### config.mk
export PLATFORM = sky130hd
export DESIGN_NAME = polygon_perimeter_core_flat
export DESIGN_NICKNAME = d
export VERILOG_FILES = /design/src/sv/pp_pkg.sv /design/src/sv/pp_in_if.sv /design/src/sv/pp_out_if.sv /design/src/sv/polygon_perimeter_core.sv /design/src/sv/pp_isqrt.sv /design/src/flat_wrapper.sv
export SDC_FILE = /design/constraint.sdc
export NUM_CORES = 1
export LEC_CHECK = 0
export BUFFER_PORTS_ARGS = -buffer_cell sky130_fd_sc_hd__buf_4
export CORE_ASPECT_RATIO = 0.9
export CORE_MARGIN = 2
export CORE_UTILIZATION = 67
export CTS_BUF_LIST = sky130_fd_sc_hd__clkbuf_2 sky130_fd_sc_hd__clkbuf_4 sky130_fd_sc_hd__clkbuf_8
export CTS_CLUSTER_SIZE = 12
export DETAILED_ROUTE_END_ITERATION = 8
export PLACE_DENSITY = 0.86
export SETUP_SLACK_MARGIN = 0.1
export SLEW_MARGIN = 20
export SYNTH_ARGS = -nofsm -noshare
export SYNTH_HDL_FRONTEND = slang
export SYNTH_HIERARCHICAL = 1
export SYNTH_SLANG_ARGS = --single-unit
export TNS_END_PERCENT = 50
### constraint.sdc
create_clock -name clk -period 25.4 [get_ports clk]
set_clock_uncertainty 0.1 [all_clocks]
set_input_delay 0 -clock clk [delete_from_list [all_inputs] [get_ports clk]]
set_output_delay 0 -clock clk [all_outputs]
set_load 0.01 [all_outputs]
### src/sv/pp_pkg.sv
// ----------------------------------------------------------------------------
// pp_pkg: shared types for the polygon perimeter block
// Sequencer states and the control and status bundles of the square root unit.
// ----------------------------------------------------------------------------
package pp_pkg;

  typedef enum logic [6:0] {
    ST_IDLE   = 7'b0000001,
    ST_SQX    = 7'b0000010,
    ST_SQY    = 7'b0000100,
    ST_RSTART = 7'b0001000,
    ST_RWAIT  = 7'b0010000,
    ST_ADD    = 7'b0100000,
    ST_FINISH = 7'b1000000
  } state_t;

  typedef struct packed {
    logic start;
  } sqrt_ctrl_t;

  typedef struct packed {
    logic busy;
    logic done;
  } sqrt_stat_t;

endpackage

### src/sv/pp_in_if.sv
// ----------------------------------------------------------------------------
// pp_in_if: vertex input channel
// Valid/ready channel carrying one polygon vertex per item.
// ----------------------------------------------------------------------------
interface pp_in_if #(
  parameter int COORD_WIDTH = 16
) ();
  logic                          valid;
  logic                          ready;
  logic signed [COORD_WIDTH-1:0] x_coord;
  logic signed [COORD_WIDTH-1:0] y_coord;
  logic                          last_vertex;

  modport source (output valid, output x_coord, output y_coord, output last_vertex,
                  input ready);
  modport sink   (input valid, input x_coord, input y_coord, input last_vertex,
                  output ready);
endinterface

### src/sv/pp_out_if.sv
// ----------------------------------------------------------------------------
// pp_out_if: perimeter result channel
// Valid/ready channel carrying one perimeter result per item.
// ----------------------------------------------------------------------------
interface pp_out_if #(
  parameter int SUM_WIDTH = 48
) ();
  logic                 valid;
  logic                 ready;
  logic [SUM_WIDTH-1:0] perimeter;
  logic                 saturated;

  modport source (output valid, output perimeter, output saturated, input ready);
  modport sink   (input valid, input perimeter, input saturated, output ready);
endinterface

### src/sv/polygon_perimeter_core.sv
// ----------------------------------------------------------------------------
// polygon_perimeter_core: polygon perimeter accumulator
// Sums floor-rounded fixed point edge lengths over a stream of vertices.
// ----------------------------------------------------------------------------
// Vertices enter one item at a time; the vertex flagged last closes the
// polygon and one perimeter item is produced (the closing edge back to the
// first vertex is counted only for three or more vertices). The first vertex
// of a polygon is stored without an edge. Every other vertex runs through the
// accept state, squaring dx and then dy on the shared multiplier for the
// squared deltas, a load state, ROOT_W steps of the
// one-bit-per-cycle square root unit, a wait for its done flag and an add. A last
// vertex with a closing edge repeats that sequence without the accept state,
// and any last vertex then loads the result register, which may wait there
// while the downstream side stalls. The input is not ready while an edge is
// in progress.
// ----------------------------------------------------------------------------
module polygon_perimeter_core #(
  parameter int COORD_WIDTH = 16,
  parameter int FRAC_BITS   = 8,
  parameter int SUM_WIDTH   = 48
) (
  input  logic       clk,
  input  logic       rst,
  pp_in_if.sink      in_ch,
  pp_out_if.source   out_ch
);

  localparam int SQ_W      = 2 * COORD_WIDTH + 1;
  localparam int RAD_RAW_W = SQ_W + 2 * FRAC_BITS;
  localparam int RAD_W     = RAD_RAW_W + (RAD_RAW_W % 2);
  localparam int ROOT_W    = RAD_W / 2;
  localparam int EXT_W     = ((SUM_WIDTH > ROOT_W) ? SUM_WIDTH : ROOT_W) + 1;

  pp_pkg::state_t state;

  logic signed [COORD_WIDTH-1:0] first_x, first_y;
  logic signed [COORD_WIDTH-1:0] previous_x, previous_y;
  logic signed [COORD_WIDTH-1:0] edge_ax, edge_ay, edge_bx, edge_by;
  logic                          cur_last;
  logic                          closing;
  logic [1:0]                    vertex_count;
  logic [SUM_WIDTH-1:0]          running_sum;
  logic                          sum_overflowed;
  logic [SQ_W-1:0]               sq_acc;

  logic                          out_valid;
  logic [SUM_WIDTH-1:0]          out_perimeter;
  logic                          out_saturated;

  logic signed [COORD_WIDTH:0]   diff_x, diff_y;
  logic [COORD_WIDTH-1:0]        mag_x, mag_y, mul_op;
  logic [2*COORD_WIDTH-1:0]      prod;
  logic [RAD_W-1:0]              radicand;
  logic [ROOT_W-1:0]             root;
  logic [EXT_W-1:0]              sum_ext;
  logic                          sum_over;
  logic                          accept;
  logic                          out_free;

  pp_pkg::sqrt_ctrl_t sq_ctrl;
  pp_pkg::sqrt_stat_t sq_stat;

  assign diff_x = {edge_ax[COORD_WIDTH-1], edge_ax} - {edge_bx[COORD_WIDTH-1], edge_bx};
  assign diff_y = {edge_ay[COORD_WIDTH-1], edge_ay} - {edge_by[COORD_WIDTH-1], edge_by};
  assign mag_x  = diff_x[COORD_WIDTH] ? COORD_WIDTH'(-diff_x) : diff_x[COORD_WIDTH-1:0];
  assign mag_y  = diff_y[COORD_WIDTH] ? COORD_WIDTH'(-diff_y) : diff_y[COORD_WIDTH-1:0];

  // One multiplier squares dx, then dy on the following cycle.
  assign mul_op = (state == pp_pkg::ST_SQX) ? mag_x : mag_y;
  assign prod   = mul_op * mul_op;

  assign radicand = RAD_W'(sq_acc) << (2 * FRAC_BITS);
  assign sq_ctrl.start = (state == pp_pkg::ST_RSTART);

  pp_isqrt #(
    .RAD_W  (RAD_W),
    .ROOT_W (ROOT_W)
  ) u_isqrt (
    .clk      (clk),
    .rst      (rst),
    .ctrl     (sq_ctrl),
    .radicand (radicand),
    .stat     (sq_stat),
    .root     (root)
  );

  assign sum_ext  = EXT_W'(running_sum) + EXT_W'(root);
  assign sum_over = |sum_ext[EXT_W-1:SUM_WIDTH];

  assign in_ch.ready = (state == pp_pkg::ST_IDLE);
  assign accept      = in_ch.valid && in_ch.ready;
  assign out_free    = !out_valid || out_ch.ready;

  always_ff @(posedge clk) begin
    if (rst) begin
      state          <= pp_pkg::ST_IDLE;
      vertex_count   <= 2'd0;
      running_sum    <= '0;
      sum_overflowed <= 1'b0;
      closing        <= 1'b0;
      cur_last       <= 1'b0;
      out_valid      <= 1'b0;
    end else begin
      if (state == pp_pkg::ST_FINISH && out_free) begin
        out_valid <= 1'b1;
      end else if (out_ch.ready) begin
        out_valid <= 1'b0;
      end
      unique case (state)
        pp_pkg::ST_IDLE: begin
          if (accept) begin
            cur_last <= in_ch.last_vertex;
            closing  <= 1'b0;
            if (vertex_count != 2'd3) begin
              vertex_count <= vertex_count + 2'd1;
            end
            if (vertex_count == 2'd0) begin
              state <= in_ch.last_vertex ? pp_pkg::ST_FINISH : pp_pkg::ST_IDLE;
            end else begin
              state <= pp_pkg::ST_SQX;
            end
          end
        end
        pp_pkg::ST_SQX:    state <= pp_pkg::ST_SQY;
        pp_pkg::ST_SQY:    state <= pp_pkg::ST_RSTART;
        pp_pkg::ST_RSTART: state <= pp_pkg::ST_RWAIT;
        pp_pkg::ST_RWAIT: begin
          if (sq_stat.done) begin
            state <= pp_pkg::ST_ADD;
          end
        end
        pp_pkg::ST_ADD: begin
          if (sum_over) begin
            running_sum    <= '1;
            sum_overflowed <= 1'b1;
          end else begin
            running_sum <= sum_ext[SUM_WIDTH-1:0];
          end
          if (cur_last && !closing && vertex_count == 2'd3) begin
            closing <= 1'b1;
            state   <= pp_pkg::ST_SQX;
          end else if (cur_last) begin
            state <= pp_pkg::ST_FINISH;
          end else begin
            state <= pp_pkg::ST_IDLE;
          end
        end
        pp_pkg::ST_FINISH: begin
          if (out_free) begin
            vertex_count   <= 2'd0;
            running_sum    <= '0;
            sum_overflowed <= 1'b0;
            state          <= pp_pkg::ST_IDLE;
          end
        end
        default: state <= pp_pkg::ST_IDLE;
      endcase
    end
  end

  // Datapath registers; these carry no reset.
  always_ff @(posedge clk) begin
    if (accept) begin
      edge_ax    <= in_ch.x_coord;
      edge_ay    <= in_ch.y_coord;
      edge_bx    <= previous_x;
      edge_by    <= previous_y;
      previous_x <= in_ch.x_coord;
      previous_y <= in_ch.y_coord;
      if (vertex_count == 2'd0) begin
        first_x <= in_ch.x_coord;
        first_y <= in_ch.y_coord;
      end
    end
    // The closing edge runs from the last vertex back to the first one.
    if (state == pp_pkg::ST_ADD && cur_last && !closing) begin
      edge_bx <= first_x;
      edge_by <= first_y;
    end
    if (state == pp_pkg::ST_SQX) begin
      sq_acc <= SQ_W'(prod);
    end
    if (state == pp_pkg::ST_SQY) begin
      sq_acc <= sq_acc + SQ_W'(prod);
    end
    if (state == pp_pkg::ST_FINISH && out_free) begin
      out_perimeter <= running_sum;
      out_saturated <= sum_overflowed;
    end
  end

  assign out_ch.valid     = out_valid;
  assign out_ch.perimeter = out_perimeter;
  assign out_ch.saturated = out_saturated;

`ifndef SYNTHESIS
  a_ready_not_busy: assert property (@(posedge clk) disable iff (rst)
    in_ch.ready |-> !sq_stat.busy)
    else $error("input ready while the square root unit is busy");

  a_done_in_wait: assert property (@(posedge clk) disable iff (rst)
    sq_stat.done |-> (state == pp_pkg::ST_RWAIT))
    else $error("square root finished outside the wait state");

  a_sat_all_ones: assert property (@(posedge clk) disable iff (rst)
    (out_ch.valid && out_ch.saturated) |-> (&out_ch.perimeter))
    else $error("saturated perimeter is not all ones");

  a_edge_has_vertex: assert property (@(posedge clk) disable iff (rst)
    (state == pp_pkg::ST_SQX) |-> (vertex_count != 2'd0))
    else $error("edge started with no previous vertex");
`endif

endmodule

### src/sv/pp_isqrt.sv
// ----------------------------------------------------------------------------
// pp_isqrt: iterative integer square root
// Restoring bit-pair square root, one root bit per cycle, floor result.
// ----------------------------------------------------------------------------
module pp_isqrt #(
  parameter int RAD_W  = 50,
  parameter int ROOT_W = RAD_W / 2
) (
  input  logic                clk,
  input  logic                rst,
  input  pp_pkg::sqrt_ctrl_t  ctrl,
  input  logic [RAD_W-1:0]    radicand,
  output pp_pkg::sqrt_stat_t  stat,
  output logic [ROOT_W-1:0]   root
);

  localparam int REM_W = ROOT_W + 3;
  localparam int CNT_W = $clog2(ROOT_W + 1);

  logic [RAD_W-1:0]  rad;
  logic [REM_W-1:0]  rem;
  logic [CNT_W-1:0]  cnt;
  logic              busy;
  logic              done;

  logic [REM_W-1:0]  rem_sh;
  logic [REM_W-1:0]  trial;
  logic              fits;

  // The remainder never exceeds twice the partial root, so its top two bits
  // are free to drop when the next pair is shifted in.
  assign rem_sh = {rem[REM_W-3:0], rad[RAD_W-1 -: 2]};
  assign trial  = {1'b0, root, 2'b01};
  assign fits   = (rem_sh >= trial);

  always_ff @(posedge clk) begin
    if (rst) begin
      busy <= 1'b0;
      done <= 1'b0;
      cnt  <= '0;
    end else begin
      done <= 1'b0;
      if (ctrl.start) begin
        busy <= 1'b1;
        cnt  <= CNT_W'(ROOT_W);
      end else if (busy) begin
        cnt <= cnt - CNT_W'(1);
        if (cnt == CNT_W'(1)) begin
          busy <= 1'b0;
          done <= 1'b1;
        end
      end
    end
  end

  always_ff @(posedge clk) begin
    if (ctrl.start) begin
      rad  <= radicand;
      rem  <= '0;
      root <= '0;
    end else if (busy) begin
      rad  <= rad << 2;
      rem  <= fits ? (rem_sh - trial) : rem_sh;
      root <= {root[ROOT_W-2:0], fits};
    end
  end

  assign stat.busy = busy;
  assign stat.done = done;

endmodule
### src/flat_wrapper.sv
// flat-port wrapper written by rule: the top's interface ports become plain ports
module polygon_perimeter_core_flat 
#(
  parameter int COORD_WIDTH = 16,
  parameter int FRAC_BITS   = 8,
  parameter int SUM_WIDTH   = 48
)
  (clk, rst, in_ch_valid, in_ch_x_coord, in_ch_y_coord, in_ch_last_vertex, in_ch_ready, out_ch_valid, out_ch_perimeter, out_ch_saturated, out_ch_ready);
  pp_in_if #(.COORD_WIDTH(COORD_WIDTH)) in_ch_i ();
  pp_out_if #(.SUM_WIDTH(SUM_WIDTH)) out_ch_i ();
  input  logic clk;
  input  logic rst;
  input wire logic [$bits(in_ch_i.valid)-1:0] in_ch_valid;
  input wire logic [$bits(in_ch_i.x_coord)-1:0] in_ch_x_coord;
  input wire logic [$bits(in_ch_i.y_coord)-1:0] in_ch_y_coord;
  input wire logic [$bits(in_ch_i.last_vertex)-1:0] in_ch_last_vertex;
  output wire logic [$bits(in_ch_i.ready)-1:0] in_ch_ready;
  output wire logic [$bits(out_ch_i.valid)-1:0] out_ch_valid;
  output wire logic [$bits(out_ch_i.perimeter)-1:0] out_ch_perimeter;
  output wire logic [$bits(out_ch_i.saturated)-1:0] out_ch_saturated;
  input wire logic [$bits(out_ch_i.ready)-1:0] out_ch_ready;
  assign in_ch_i.valid = in_ch_valid;
  assign in_ch_i.x_coord = in_ch_x_coord;
  assign in_ch_i.y_coord = in_ch_y_coord;
  assign in_ch_i.last_vertex = in_ch_last_vertex;
  assign in_ch_ready = in_ch_i.ready;
  assign out_ch_valid = out_ch_i.valid;
  assign out_ch_perimeter = out_ch_i.perimeter;
  assign out_ch_saturated = out_ch_i.saturated;
  assign out_ch_i.ready = out_ch_ready;
  polygon_perimeter_core #(.COORD_WIDTH(COORD_WIDTH), .FRAC_BITS(FRAC_BITS), .SUM_WIDTH(SUM_WIDTH)) u_core (.clk(clk), .rst(rst), .in_ch(in_ch_i), .out_ch(out_ch_i));
endmodule
---- After elaboration in Yosys (flattened, before gate mapping) ----
Index checks and enable logic that the tools add are counted.
word-level totals
  input port bits ......................... 37
  output and inout bits ................... 51
  word-level logic and storage cells ...... 119
  register bits after elaboration ......... 331
cells by class
  bitwise logic cells ..................... 1
  reductions and logical operators ........ 26
  eq/ne operators ......................... 16
  $mul .................................... 1
  $lt $le $gt $ge ......................... 1
  multiplexer cells ....................... 41
  $add $sub $neg .......................... 9
operator list
  cell                                            count
  2-to-1 mux 16 bit                               7
  2-to-1 mux 49 bit                               2
  2-to-1 mux 48 bit                               2
  case mux 48 bit (2 select lines)                1
  2-to-1 mux 33 bit                               2
  adder 48 x 25 -> 49 bit                         1
  2-to-1 mux 7 bit                                7
  case mux 7 bit (7 select lines)                 1
  subtractor 16 x 16 -> 17 bit                    2
  adder 33 x 32 -> 33 bit                         1
  multiplier 16 x 16 -> 32 bit                    1
  negator 16 bit                                  2
  greater-or-equal comparator 28 x 27 -> 1 bit    1
  2-to-1 mux 26 bit                               1
  subtractor 26 bit                               1
  nonzero test 2 bit                              7
  2-to-1 mux 1 bit                                10
  2-to-1 mux 5 bit                                2
  AND reduction 3 bit                             3
  != test 2 bit (second input constant)           4
  == test 7 x 1 -> 1 bit (second input constant)  1
  == test 7 x 2 -> 1 bit (second input constant)  1
  == test 7 x 3 -> 1 bit (second input constant)  1
  == test 7 x 4 -> 1 bit (second input constant)  1
  other kinds (20)                                33

---- Logic depth before layout (Yosys ltp) ----
Gate-level depths: netlist (run 1).
  word-level depth ........................ 7
  depth in mapped cells ................... 55
  depth with buffers taken out ............ 52

---- By module ----
Netlist (run 1), hierarchy kept.
modules (own cells, without submodules)
  module                  area an instance (um2)  seq. area each (um2)  instances  cells each
  polygon_perimeter_core  21549.4                 6566.3                1          2278
  pp_isqrt                5899.4                  2662.6                1          588

---- Least setup slack after synthesis (run 1) ----
No wires, ideal clock.
  path type ............................... register to register
  start ................................... register u_core.edge_by[0]
  end ..................................... register u_core.sq_acc[32], data pin
  period minus slack after synthesis ...... 10.913 ns
  stages on the path, launching flop included .. 48
  path buffers ............................ 2
  library setup time ...................... 0.266 ns
  slack ................................... 14.487 ns
  arrival ................................. 10.547 ns
  required time ........................... 25.034 ns
  cells stage by stage .................... edfxtp_1 > ha_1 > fa_1 > nand2b_1 > a211oi_1 > o2111a_1 > o21a_1 > o21a_1 > o41a_1 > buf_2 > a21oi_1 > xnor2_1 > a21oi_1 > clkbuf_1 > nor2_1 > fa_1 > inv_1 > fa_1 > (+12 left out) > o21ai_0 > nand2b_1 > a21o_1 > a21oi_1 > xnor2_1 > ha_1 > a21o_1 > a21o_1 > a21o_1 > nor4_1 > o21ai_0 > a31o_2 > a21oi_1 > o21bai_1 > a31o_2 > a21oi_1 > xor2_1 > nor2_1
between the ends
  longest elaborated chain between the ends .. 7
ends and longest elaborated chain
  element                           RTL line                       text
  start: declaration                polygon_perimeter_core.sv:38   logic signed [COORD_WIDTH-1:0] edge_ax, edge_ay, edge_bx, edge_by;
  start signal: assignment          polygon_perimeter_core.sv:167  edge_by <= previous_y;
  start signal: assignment          polygon_perimeter_core.sv:178  edge_by <= first_y;
  subtractor 16 x 16 -> 17 bit (*)  polygon_perimeter_core.sv:64   assign diff_y = {edge_ay[COORD_WIDTH-1], edge_ay} - {edge_by[COORD_WIDTH-1], edge_by};
  negator 16 bit                    polygon_perimeter_core.sv:66   assign mag_y = diff_y[COORD_WIDTH] ? COORD_WIDTH'(-diff_y) : diff_y[COORD_WIDTH-1:0];
  2-to-1 mux 16 bit (*)             polygon_perimeter_core.sv:66
  2-to-1 mux 16 bit (*)             polygon_perimeter_core.sv:69   assign mul_op = (state == pp_pkg::ST_SQX) ? mag_x : mag_y;
  multiplier 16 x 16 -> 32 bit (*)  polygon_perimeter_core.sv:70   assign prod = mul_op * mul_op;
  adder 33 x 32 -> 33 bit (*)       polygon_perimeter_core.sv:184  sq_acc <= sq_acc + SQ_W'(prod);
  2-to-1 mux 33 bit (*)             polygon_perimeter_core.sv:183  if (state == pp_pkg::ST_SQY) begin
  end signal: assignment            polygon_perimeter_core.sv:181  sq_acc <= SQ_W'(prod);
  end signal: assignment            polygon_perimeter_core.sv:184
  end: declaration                  polygon_perimeter_core.sv:44   logic [SQ_W-1:0] sq_acc;
Every way passes the cells marked *; elsewhere a longest branch is shown, timed or not.
A chain may end at the register's enable or synchronous reset.

---- Worst setup path in the final report (run 1) ----
  start ................................... register u_core.edge_ax[0]
  end ..................................... register u_core.sq_acc[32], data pin
between the ends
  longest elaborated chain between the ends .. 7
ends and longest elaborated chain
  element                           RTL line                       text
  start: declaration                polygon_perimeter_core.sv:38
  start signal: assignment          polygon_perimeter_core.sv:164  edge_ax <= in_ch.x_coord;
  subtractor 16 x 16 -> 17 bit (*)  polygon_perimeter_core.sv:63   assign diff_x = {edge_ax[COORD_WIDTH-1], edge_ax} - {edge_bx[COORD_WIDTH-1], edge_bx};
  negator 16 bit                    polygon_perimeter_core.sv:65   assign mag_x = diff_x[COORD_WIDTH] ? COORD_WIDTH'(-diff_x) : diff_x[COORD_WIDTH-1:0];
  2-to-1 mux 16 bit (*)             polygon_perimeter_core.sv:65
  2-to-1 mux 16 bit (*)             polygon_perimeter_core.sv:69
  multiplier 16 x 16 -> 32 bit (*)  polygon_perimeter_core.sv:70
  adder 33 x 32 -> 33 bit (*)       polygon_perimeter_core.sv:184
  2-to-1 mux 33 bit (*)             polygon_perimeter_core.sv:183
Marks and branches as above.

==> results_dict.tcl, run 1 <==
set metrics [dict create \
    run_status "finished clean" \
    num_vias 21900 \
    max_clock_freq_mhz 78.5 \
    setup_repair_after_global_routing_missed_its_margin "no" \
    drive_above_1_share 0.107 \
    remaining_global_route_overflow 0 \
    post_drt_wl_per_cell_um 18.7 \
    tightest_hold_check_type "in -> reg" \
    cts_tree "yes" \
    boundaryPins 88 \
    die_x_um 217 \
    worst_pin_slew_ns 1.13 \
    path_class "reg -> reg" \
    grt_start_max_net_pins 73 \
    crit_fanout 19 \
    root_buffer "clkbuf_8" \
    worst_path_dominant_cell_family "compound AO/OA/AOI/OAI gates" \
    cts.clk_slew.worst_paths_ns 0.06 \
    first_pass_grt_wire_length_um 110000 \
    setup.worst_path.start_class "register" \
    synth-warning-count 6 \
    cell_with_the_biggest_individual_delay_on_the_critical_path "a21oi_1" \
    finalSetupViolCount 0 \
    start_util 0.677 \
    worst-endpoint-arrival_ns 13.02 \
    place_hpwl_um 48200 \
    final-hold-violation-count 0 \
    max_stage_delay_ns 0.82 \
    drv_cap 0 \
    timing.critical_path.to_type "register" \
    areaGrowthSynthToFinish_pct 11.1 \
    synth_cells 2865 \
    worst_ep_required_time_ns 25.67 \
    synth.avg_cell_area_um2 9.58 \
    clk_sink_count 347 \
    grt.total_usage 0.316 \
    htree_num_levels 2 \
    layout_worst_path_cycle_share 0.502 \
    crit_buf_inv 5 \
    routed_wirelength_um 67200 \
    route.antenna.remaining_nets 0 \
    final_slew_violations 0 \
    fin_util 0.752 \
    routabilityCongestion 0.974 \
    number_of_antenna_violations_at_the_first_check_in_global_routing 1 \
    number_of_global_route_vias_before_repair 22200 \
    cts_resized 0 \
    synthesis.area_um2 27400 \
    die_height_um 196 \
    num-nets-final 3442 \
    min_period_ns 12.75 \
    floorplan.rows 70 \
    cpMostUsedCell "fa_1" \
    drc 0 \
    viasPerCell 6.08 \
    final.setup.tns_ns 0 \
    buffer_ports.inserted 87 \
    design_area_um2 30500 \
    initialDrtViolationCount 1992 \
    clkLatencyLatePin_ns 0.66 \
    n_fill_cell 2739 \
    core_area_um2 40600 \
    clock_tree.buffer_depth 3 \
    timing.max_slew.rel_slack 0.238 \
    drt-pass1-iter-count 5 \
    placedInstanceArea_um2 28600 \
    numCtsBuffers 55 \
    setup_buffers_after_cts 0 \
    total_die_area_um2 42600 \
]
worst reg2reg max path: cells and delay by family, from the launching register on:
family,cells,cell delay [ns]
DFF,1,0.39
xor gates and xnor gates,2,0.29
buffers and inverters,5,0.83
adders and majority gates,10,3.85
AOI/OAI and AO/OA,18,5.18
and+or+nand+nor,11,1.83
final timing paths:
check,slack (ns),endpoint,depth (start not counted),startpoint
setup reg to reg,12.65,u_core/sq_acc[32],46,u_core/edge_ax[0]
hold / removal,0.02,u_core/edge_ax[6],2,in_ch_x_coord[6]
hold reg to reg,0.36,u_core/out_ch.saturated,0,u_core/sum_overflowed
setup / recovery,12.65,u_core/sq_acc[32],46,u_core/edge_ax[0]
area by class of cell:
class,instances,area [um^2],share of cell area
Clock inverter,16,166,0.00546
Antenna cell,1,2.50,0.0000821
Multi-Input combinational cell,2075,16600,0.543
Clock buffer,84,1020,0.0336
Tap cell,540,676,0.0222
Inverter,362,1360,0.0446
Timing Repair Buffer,175,1480,0.0487
Sequential cell,347,9230,0.303
cells in the final DEF, fill, tap and decap left out, drive strengths merged, types with 23 or more instances in the layout:
master / n
clkbuf: 84
dfxtp: 119
xnor2: 84
a21oi: 173
o21ai: 139
ha: 225
a311oi: 43
mux2i: 33
fa: 164
or3: 27
nor2: 252
xor2: 59
inv: 359
nand2b: 52
nand3: 52
a31oi: 29
mux2: 77
o21a: 23
and3: 24
nand2: 215
buf: 107
dlygate4sd3: 68
nor3: 49
edfxtp: 228
a21o: 67
routing by layer:
| layer | vias to the layer above | GRT usage | wire length, um |
|---|---|---|---|
| li1 | 10300 | - | - |
| met5 | - | 0 | 0 |
| met3 | 166 | 0.0513 | 4630 |
| met1 | 10500 | 0.422 | 28800 |
| met2 | 897 | 0.530 | 31900 |
| met4 | 0 | 0.0987 | 1900 |
state kept, by name, indices dropped and copies added, names as in the netlist, 5 cells and up:
name                     flops
u_core/first_x              16
u_core/out_ch.perimeter     48
u_core/u_isqrt/cnt           5
u_core/sq_acc               33
u_core/u_isqrt/rem          26
u_core/edge_by              16
u_core/u_isqrt/rad          50
u_core/edge_bx              16
u_core/u_isqrt/root         25
u_core/edge_ay              16
u_core/state                 7
u_core/first_y              16
u_core/edge_ax              16
u_core/running_sum          48
stage by stage:
stage | cells | worst slack, ns | hold WS, ns
after floorplan | 2881 | 14.49 | -0.0276
after global placement | 3431 | 13.29 | 0.0856
after detailed placement | 3431 | 12.91 | 0.0879
after CTS | 3598 | 12.86 | 0.000266
after global routing | 3600 | 11.90 | 0.0200
final | 3600 | 12.65 | 0.0231
what timing repair did:
action | in CTS | in global routing
hold buffers | 67 | 1
endpoints found under the setup margin | 0 | 0
hold endpoints to repair | 107 | 1
Power of run 1 is not shown: default switching activity piles up to over one toggle a cycle in this logic, so the estimate is an artifact.
==> inputs of run 2 (changes only) <==
- CORE_UTILIZATION: 67 -> 66
- PLACE_DENSITY: 0.86 -> 0.85
- clock period: 25.4 -> 13 ns (I/O delays scaled with it)
==> run 2 against run 1 <==
Effect of this change: core utilization fell by 0.28 points; largest cell class unchanged; non-clock buffer count rose by 10; flip-flop and latch count did not move.
==> results_dict.tcl, run 2 (synthesis gave the netlist of run 1 again) <==
set metrics [dict create \
    die_x_um 219 \
    num-nets-final 3452 \
    setup_repair_after_global_routing_missed_its_margin "no" \
    numCtsBuffers 55 \
    cts.clk_slew.worst_paths_ns 0.06 \
    worstHoldStart "in_ch_x_coord[7]" \
    first_pass_grt_wire_length_um 111000 \
    run_status "finished clean" \
    finalSetupViolCount 0 \
    routed_wirelength_um 67300 \
    post_drt_wl_per_cell_um 18.7 \
    setup.worst_path.start_class "register" \
    areaGrowthSynthToFinish_pct 11.4 \
    die_height_um 197 \
    routabilityCongestion 0.948 \
    path_class "reg -> reg" \
    place_hpwl_um 49100 \
    final-hold-violation-count 0 \
    num_vias 22000 \
    tightest_hold_check_type "in -> reg" \
    min_period_ns 12.20 \
    cts_tree "yes" \
    hold_end "u_core/edge_ax[7]" \
    drc 0 \
    drt-pass1-iter-count 8 \
    regMostFlops "u_core/u_isqrt/rad" \
    largest_reg_flops 50 \
    r2r_setup_slack_ns 0.80 \
    drv_cap 0 \
    final_slew_violations 0 \
    timing.critical_path.to_type "register" \
    worst_pin_slew_ns 1.14 \
    number_of_global_route_vias_before_repair 22200 \
    route.antenna.remaining_nets 0 \
    crit_fanout 5 \
    worst-endpoint-arrival_ns 12.43 \
    final.setup.tns_ns 0 \
    layout_worst_path_cycle_share 0.938 \
    grt_start_max_net_pins 71 \
    max_clock_freq_mhz 82.0 \
    dr_wl_met2_um 31900 \
    worst-r2r-cell-count 47 \
    buffer_ports.inserted 87 \
    hold_depth 2 \
    number_of_antenna_violations_at_the_first_check_in_global_routing 1 \
    timing.max_slew.rel_slack 0.241 \
    clkLatencyLatePin_ns 0.65 \
    start_util 0.672 \
    grt.total_usage 0.317 \
    regToRegEndpoint "u_core/sq_acc[32]" \
    mostFrequentLayoutCell "inv_1" \
    most-common-layout-cells "356 x inv_1, 247 x nor2_1, 228 x edfxtp_1, 225 x ha_1, 213 x nand2_1" \
    viasPerCell 6.10 \
    floorplan.rows 70 \
    routedLengthMet1_um 28800 \
    remaining_global_route_overflow 0 \
    root_buffer "clkbuf_8" \
    drive_above_1_share 0.109 \
    boundaryPins 88 \
    dr_top_layer "met4" \
    core_area_um2 40800 \
    route.met3.wl_um 4560 \
    initialDrtViolationCount 1813 \
    cell_with_the_biggest_individual_delay_on_the_critical_path "fa_1" \
    clock_tree.buffer_depth 3 \
    worst_ep_required_time_ns 13.23 \
    worst_r2r_startpoint "u_core/edge_ax[0]" \
    clk_sink_count 347 \
    total_die_area_um2 43200 \
    max_stage_delay_ns 0.57 \
    cpMostUsedCell "fa_1" \
    htree_num_levels 2 \
]
==> run 2: metal layers <==
layer,vias up,GRT usage
met1,10600,0.429
met3,161,0.0459
met2,880,0.522
met4,0,0.112
li1,10300,-
met5,-,0
==> run 2: area by class of cell <==
type,instances,area (um^2)
antenna,1,2.50
tap,540,676
sequential,347,9230
fill,2926,10200
timing repair buffer,185,1600
inverter,362,1370
multi-input combinational,2075,16600
clock buffer,71,896
clock inverter,24,219
==> run 2: how the worst max path moves through the flow <==
stage	from	end	slack, ns	cells past startpoint
floorplan	u_core/edge_by[0]	u_core/sq_acc[32]	2.09	47
global placement	u_core/edge_ay[0]	u_core/sq_acc[32]	1.07	46
detailed placement	u_core/edge_by[0]	u_core/sq_acc[32]	0.72	45
CTS	u_core/edge_by[0]	u_core/sq_acc[32]	0.65	45
global route	u_core/edge_ax[0]	u_core/sq_acc[32]	0.13	48
finish	u_core/edge_ax[0]	u_core/sq_acc[32]	0.80	47
==> run 2: what timing repair did <==
action,in CTS,in global routing
resized for setup,0,9
hold buffers,67,0
buffers inserted,0,4
endpoints found under the setup margin,0,3
hold endpoints to repair,110,0
==> run 2: metrics by stage <==
stage	hold slack, ns	util	setup slack, ns	std cells	area (um^2)
final	0.0322	0.749	0.802	3605	30600
after global routing	0.0110	0.749	0.132	3605	30600
after CTS	0.00343	0.746	0.646	3598	30500
after detailed placement	0.0873	0.703	0.718	3436	28700
after global placement	0.0848	0.703	1.07	3436	28700
after floorplan	-0.0276	-	2.09	2881	27500
==> run 2: worst max-delay path: cells and delay by family, from the launching register on <==
kind | cells | cell delay (ns)
AO/OA/AOI/OAI | 19 | 4.11
XOR/XNOR | 3 | 0.39
adder cells (fa/ha/maj) | 10 | 4.14
buffers and inverters | 6 | 0.61
flip-flops | 1 | 0.38
AND/OR/NAND/NOR | 9 | 2.15
Power of run 2 is left out for the same reason.
